## src/rtl/fec_xor_repair_accumulator_top_macros.svh

```systemverilog
// assertion macros for the xor repair accumulator
`ifndef FEC_XOR_REPAIR_ACCUMULATOR_TOP_MACROS_SVH
`define FEC_XOR_REPAIR_ACCUMULATOR_TOP_MACROS_SVH

// same-cycle implication, checked out of reset
`define FXRA_ASSERT_IMP(label, ante, cons) \
  label: assert property (@(posedge clk) disable iff (!rst_n) (ante) |-> (cons)) \
    else $error("fxra assertion failed");

// next-cycle implication, checked out of reset
`define FXRA_ASSERT_NXT(label, ante, cons) \
  label: assert property (@(posedge clk) disable iff (!rst_n) (ante) |=> (cons)) \
    else $error("fxra assertion failed");

`endif

```

## src/rtl/fxra_pkg.sv

```systemverilog
// types and constants shared by the xor repair accumulator
`timescale 1ns / 1ps
package fxra_pkg;

  localparam int MAX_PAYLOAD_DEF = 2048;
  localparam int FUNC_W  = 2;
  localparam int SEQ_W   = 16;
  localparam int TS_W    = 32;
  localparam int LEN_W   = 12;
  localparam int IDX_W   = 11;
  localparam int BYTE_W  = 8;
  localparam int HDR_W   = 16;
  localparam int CFG_W   = 8;
  localparam int CFG_IDX_W = 1;

  localparam logic [CFG_IDX_W-1:0] CFG_COLUMNS = 1'd0;
  localparam logic [CFG_IDX_W-1:0] CFG_ROWS    = 1'd1;
  localparam logic [CFG_W-1:0]     CFG_RESET   = 8'd1;

  typedef enum logic [FUNC_W-1:0] {
    FUNC_RESTART = 2'd0,
    FUNC_HEADER  = 2'd1,
    FUNC_ADD     = 2'd2,
    FUNC_READ    = 2'd3
  } func_t;

  typedef struct packed {
    func_t              func;
    logic [SEQ_W-1:0]   seqnum_base;
    logic [1:0]         version;
    logic               pad_bit;
    logic               ext_bit;
    logic [3:0]         csrc_count;
    logic               marker;
    logic [6:0]         payload_type;
    logic [TS_W-1:0]    timestamp;
    logic [LEN_W-1:0]   payload_length;
    logic [IDX_W-1:0]   byte_index;
    logic [BYTE_W-1:0]  data_byte;
  } item_t;

  typedef struct packed {
    logic               we;
    logic               xor_en;
    logic               rd_zero;
  } dec_t;

  typedef struct packed {
    logic [HDR_W-1:0]   header_xor;
    logic [TS_W-1:0]    timestamp_xor;
    logic [LEN_W-1:0]   length_xor;
    logic [SEQ_W-1:0]   base_out;
    logic [CFG_W-1:0]   columns_out;
    logic [CFG_W-1:0]   rows_out;
    logic [LEN_W-1:0]   repair_length;
  } snap_t;

endpackage

```

## src/rtl/fxra_state.sv

```systemverilog
// accumulators, length tracking, config registers and per-item store decisions
`timescale 1ns / 1ps
module fxra_state #(
  parameter int MAX_PAYLOAD = fxra_pkg::MAX_PAYLOAD_DEF
) (
  input  logic                          clk,
  input  logic                          rst_n,
  input  logic                          cfg_we,
  input  logic [fxra_pkg::CFG_IDX_W-1:0] cfg_index,
  input  logic [fxra_pkg::CFG_W-1:0]     cfg_data,
  input  logic                          accept,
  input  fxra_pkg::item_t               item,
  output fxra_pkg::dec_t                dec,
  output fxra_pkg::snap_t               snap
);
  import fxra_pkg::*;

  localparam int CW = 17;
  localparam logic [CW-1:0] MAX_C = CW'(MAX_PAYLOAD);

  logic [HDR_W-1:0] header_acc_r, header_acc_nxt;
  logic [TS_W-1:0]  timestamp_acc_r, timestamp_acc_nxt;
  logic [LEN_W-1:0] length_acc_r, length_acc_nxt;
  logic [SEQ_W-1:0] base_r, base_nxt;
  logic [LEN_W-1:0] repair_len_r, repair_len_nxt;
  logic [LEN_W-1:0] prior_len_r, prior_len_nxt;
  logic [LEN_W-1:0] source_len_r, source_len_nxt;
  logic [CFG_W-1:0] columns_r, rows_r;

  logic [HDR_W-1:0] hdr_word;
  logic [LEN_W-1:0] len_sat;
  logic [LEN_W:0]   idx_ext;
  logic             idx_in_store;

  assign hdr_word = {item.marker, item.payload_type,
                     item.version, item.pad_bit, item.ext_bit, item.csrc_count};
  assign len_sat  = ({{(CW-LEN_W){1'b0}}, item.payload_length} > MAX_C) ?
                    LEN_W'(MAX_PAYLOAD) : item.payload_length;
  assign idx_ext  = {2'b00, item.byte_index};
  assign idx_in_store = {{(CW-IDX_W){1'b0}}, item.byte_index} < MAX_C;

  always_comb begin
    header_acc_nxt    = header_acc_r;
    timestamp_acc_nxt = timestamp_acc_r;
    length_acc_nxt    = length_acc_r;
    base_nxt          = base_r;
    repair_len_nxt    = repair_len_r;
    prior_len_nxt     = prior_len_r;
    source_len_nxt    = source_len_r;
    dec               = '0;
    case (item.func)
      FUNC_RESTART: begin
        header_acc_nxt    = '0;
        timestamp_acc_nxt = '0;
        length_acc_nxt    = '0;
        base_nxt          = item.seqnum_base;
        repair_len_nxt    = '0;
        prior_len_nxt     = '0;
        source_len_nxt    = '0;
      end
      FUNC_HEADER: begin
        header_acc_nxt    = header_acc_r ^ hdr_word;
        timestamp_acc_nxt = timestamp_acc_r ^ item.timestamp;
        length_acc_nxt    = length_acc_r ^ item.payload_length;
        prior_len_nxt     = repair_len_r;
        source_len_nxt    = len_sat;
        if (len_sat > repair_len_r) begin
          repair_len_nxt = len_sat;
        end
      end
      FUNC_ADD: begin
        dec.we     = (idx_ext < {1'b0, source_len_r}) && idx_in_store;
        dec.xor_en = idx_ext < {1'b0, prior_len_r};
      end
      FUNC_READ: begin
        dec.rd_zero = !((idx_ext < {1'b0, repair_len_r}) && idx_in_store);
      end
      default: begin
        dec = '0;
      end
    endcase
  end

  always_ff @(posedge clk) begin
    if (!rst_n) begin
      header_acc_r    <= '0;
      timestamp_acc_r <= '0;
      length_acc_r    <= '0;
      base_r          <= '0;
      repair_len_r    <= '0;
      prior_len_r     <= '0;
      source_len_r    <= '0;
    end else if (accept) begin
      header_acc_r    <= header_acc_nxt;
      timestamp_acc_r <= timestamp_acc_nxt;
      length_acc_r    <= length_acc_nxt;
      base_r          <= base_nxt;
      repair_len_r    <= repair_len_nxt;
      prior_len_r     <= prior_len_nxt;
      source_len_r    <= source_len_nxt;
    end
  end

  always_ff @(posedge clk) begin
    if (!rst_n) begin
      columns_r <= CFG_RESET;
      rows_r    <= CFG_RESET;
    end else if (cfg_we) begin
      case (cfg_index)
        CFG_COLUMNS: columns_r <= cfg_data;
        CFG_ROWS:    rows_r    <= cfg_data;
        default:     columns_r <= columns_r;
      endcase
    end
  end

  assign snap.header_xor    = header_acc_r;
  assign snap.timestamp_xor = timestamp_acc_r;
  assign snap.length_xor    = length_acc_r;
  assign snap.base_out      = base_r;
  assign snap.columns_out   = columns_r;
  assign snap.rows_out      = rows_r;
  assign snap.repair_length = repair_len_r;

endmodule

```

## config.mk

```make
export PLATFORM = sky130hd
export DESIGN_NAME = fxra_state
export DESIGN_NICKNAME = d
export VERILOG_FILES = /design/src/rtl/fec_xor_repair_accumulator_top_macros.svh /design/src/rtl/fxra_pkg.sv /design/src/rtl/fxra_state.sv
export SDC_FILE = /design/constraint.sdc
export NUM_CORES = 1
export LEC_CHECK = 0
export ABC_AREA = 1
export BUFFER_PORTS_ARGS = -buffer_cell sky130_fd_sc_hd__buf_4
export CAP_MARGIN = 20
export CORE_AREA = 2 2 109 111
export CTS_BUF_LIST = sky130_fd_sc_hd__clkbuf_8
export DETAILED_ROUTE_END_ITERATION = 10
export DIE_AREA = 0 0 111 113
export HOLD_SLACK_MARGIN = 0.02
export PLACE_DENSITY = 0.84
export SYNTH_ARGS = -nofsm -noshare
export SYNTH_HDL_FRONTEND = slang
export SYNTH_SLANG_ARGS = --single-unit
```

## constraint.sdc

```tcl
create_clock -name clk -period 6.5 [get_ports clk]
set_clock_uncertainty 0.15 [all_clocks]
set_input_delay 1.95 -clock clk [delete_from_list [all_inputs] [get_ports clk]]
set_output_delay 1.95 -clock clk [all_outputs]
set_load 0.1 [all_outputs]
```

==> flow_metrics.env <==
export IMPL_crit_chain="buf_4, ha_1, o21ai_0, nand2_1, nand3_1, nand2_1, a21oi_1, nor2_1, nor2_1, buf_4"
export IMPL_multi_input_area_um2=3014
export IMPL_crit_required_ns=4.40
export IMPL_synth_main_ff_cell="dfxtp_1"
export IMPL_cts_hold_fix_buffers=0
export IMPL_root_buffer="clkbuf_8"
export IMPL_synth_edff_count=0
export IMPL_via_per_inst=4.991
export IMPL_die_x_um=111
export IMPL_wl_per_cell_um=13.33
export IMPL_antenna_found_initial=0
export IMPL_syn_area_um2=6176
export IMPL_cts_buffers=17
export IMPL_max_freq_ghz=0.1868
export IMPL_status="complete, no violations"
export IMPL_rsz0062_at_grt="false"
export IMPL_syn_num_nets=997
export IMPL_arrival_ns=3.25
export IMPL_tightest_slew_ns=0.9556
export IMPL_core_rowCount=39
export IMPL_max_stage_delay_ns=0.30
export IMPL_drive_above_1_share=0.2472
export IMPL_dr_pass1_iters=4
export IMPL_synth_top_cell_by_area="dfxtp_1"
export IMPL_path_max_fanout=3
export IMPL_ios=217
export IMPL_drt_wl_total_mm=15.98
export IMPL_startpoint_type="input pin"
export IMPL_ys_ff_latch=128
export IMPL_period_share=0.8236
export IMPL_avgSynthCellArea_um2=7.309
export IMPL_final_nets=1195
export IMPL_clk_latency_ns=0.43
export IMPL_drtIter0Drc=307
export IMPL_drc=0
export IMPL_grt_pass1_vias=5670
export IMPL_fin_area_um2=8133
export IMPL_diodes=0
export IMPL_clk_pin_slew_worst_paths_ns=0.07
export IMPL_synth_area_top_cells="dfxtp_1, nand2_1, a21oi_1"
export IMPL_powerDensity_nw_per_um2=252.7
export IMPL_placed_area_um2=7762
export IMPL_grt_pass1_wl_mm=26.31
export IMPL_grt_max_degree=61
export IMPL_fin_setup_tns_ns=0
export IMPL_htree_levels=4
export IMPL_start_util=0.5479
export IMPL_setup_viol_count_final=0
export IMPL_slew_viol_final=0
export IMPL_hold_violations=0
export IMPL_slew_headroom=0.3623
export IMPL_grt_total_usage=0.2570
export IMPL_grt_ovfl_total=0
export IMPL_io_buffers=208
export IMPL_syn2layout_area_growth_pct=31.69
export IMPL_fillers=954
export IMPL_clockBufferDepth=2
export IMPL_antenna_left=0
export IMPL_core_um2=11270
export IMPL_cts_setup_buffers=0
export IMPL_synthArstFlopShare=0
export IMPL_vias=5984
export IMPL_dpl_hpwl_mm=11.78
export IMPL_cts_repair_resized=0
export IMPL_die_area_um2=12540
export IMPL_synth_distinct_cells=30
export IMPL_ys_warn_count=0
export IMPL_ys_seq_area_frac=0.4149
export IMPL_cts_tree="done"
export IMPL_seq_area_um2=2562
export IMPL_slowest_stage="buf_4"
export IMPL_worst_setup_path_type="input pin to primary output"
export IMPL_cellLeakagePower_nw=3.772
export IMPL_place_gp_congestion=0.8331
export IMPL_total_power_w=0.002056
export IMPL_cts_sinks=128
export IMPL_period_needed_ns=5.354
export IMPL_hold_class="register to register"
export IMPL_ir_worst_vdd_mv=0.1575
export IMPL_dieHeight_um=113
export IMPL_end_kind="primary output"
export IMPL_maxCapViolations=0
export IMPL_synth_cells=845
export IMPL_synth_top_cell_area_share=0.4149
-- flip-flops by register name, summed over array words and instances (netlist names) --
register and count:
rows_r 8, header_acc_r 16, base_r 16, prior_len_r 12
source_len_r 12, columns_r 8, repair_len_r 12, timestamp_acc_r 32
length_acc_r 12
-- worst max-delay path: cells and delay by family --
| kind | cells | cell delay, ns |
|---|---|---|
| compound gates | 2 | 0.23 |
| fa+ha+maj | 1 | 0.27 |
| buf+inv | 2 | 0.42 |
| simple gates | 5 | 0.37 |
-- cells in the final DEF (no fill, tap or decap), drive strengths merged --
cell      Yosys  routed
xor2          1       1
buf          16     210
nor3          6       6
nand2       176     176
a21boi        1       1
o2111ai       1       1
a21o          1       1
nand4         4       4
o21ai        38      38
clkinvlp      0       3
clkbuf       15      18
dfxtp       128     128
clkinv        0       7
a211oi        1       1
o211ai        4       4
o31ai         3       3
or2          12      12
nor2        107     107
inv         116     119
bufinv        0       1
nand3b        4       4
nand3        22      22
a21oi       105     105
o21a         40      40
a22oi         2       2
ha           42      42
-- stage by stage --
stage | std cells | worst slack, ns | utilization | hold slack, ns
2_1_floorplan | 845 | 0.3666 | - | 0.2953
3_3_place_gp | 1166 | 1.122 | 0.6886 | 0.2946
3_5_place_dp | 1166 | 1.140 | 0.6886 | 0.2999
4_1_cts | 1198 | 1.136 | 0.7197 | 0.3163
5_1_grt | 1199 | 0.9885 | 0.7215 | 0.3338
6_report | 1199 | 1.146 | 0.7215 | 0.3121
-- synth_stat cells, types with 3 or more instances --
library cell / n
o31ai_1: 3
o21a_1: 40
o211ai_1: 4
nor3_1: 6
inv_1: 113
nor2_4: 3
nand3b_1: 4
ha_1: 42
dfxtp_1: 128
nand3_1: 22
nand4_1: 4
buf_2: 11
clkbuf_1: 15
or2_2: 12
buf_6: 4
o21ai_0: 38
nor2_1: 103
a21oi_1: 105
nand2_1: 174
-- area by class of cell --
cell class | count | area share
clock buffers | 18 | 0.03046
repair buffers | 210 | 0.1954
well taps | 143 | 0.02200
flip-flops and latches | 128 | 0.3151
clock inverters | 14 | 0.01262
multi-input cells | 570 | 0.3706
inverters | 116 | 0.05385
-- worst paths after layout --
| kind | cells after the start | slack [ns] | end | from |
|---|---|---|---|---|
| min reg2reg | 1 | 0.31 | length_acc_r[1]$_SDFFE_PN0P_ | length_acc_r[1]$_SDFFE_PN0P_ |
| min | 1 | 0.31 | length_acc_r[1]$_SDFFE_PN0P_ | length_acc_r[1]$_SDFFE_PN0P_ |
| max | 10 | 1.15 | dec[2] | item[9] |
| max reg2reg | 14 | 4.30 | repair_len_r[1]$_SDFFE_PN0P_ | repair_len_r[11]$_SDFFE_PN0P_ |
-- report_power, final --
group / leakage (nW) / internal (W) / switching [W]
Sequential: 1.05 / 0.000824 / 0.0000250
Clock: 0.188 / 0.000304 / 0.000311
Combinational: 2.54 / 0.000158 / 0.000434
Total: 3.77 / 0.00129 / 0.000770
-- cells by family (layout without fill, tap and decap cells) --
| group | Yosys count | after routing | synth area share |
|---|---|---|---|
| AOI/OAI and AO/OA | 196 | 196 | 0.1805 |
| xor gates and xnor gates | 1 | 1 | 0.001418 |
| adders and majority gates | 42 | 42 | 0.08509 |
| buffers and inverters | 147 | 358 | 0.09745 |
| DFF | 128 | 128 | 0.4149 |
| and+or+nand+nor | 331 | 331 | 0.2206 |
-- per-layer routing --
metal | track usage | share of wire | vias up
met2 | 0.4233 | 0.47 | 184
met1 | 0.3090 | 0.42 | 2660
met3 | 0.09480 | 0.088 | 24
met4 | 0.09667 | 0.020 | 0
met5 | 0 | 0 | -
li1 | - | - | 3116
Power figures use the tool's default switching activity.
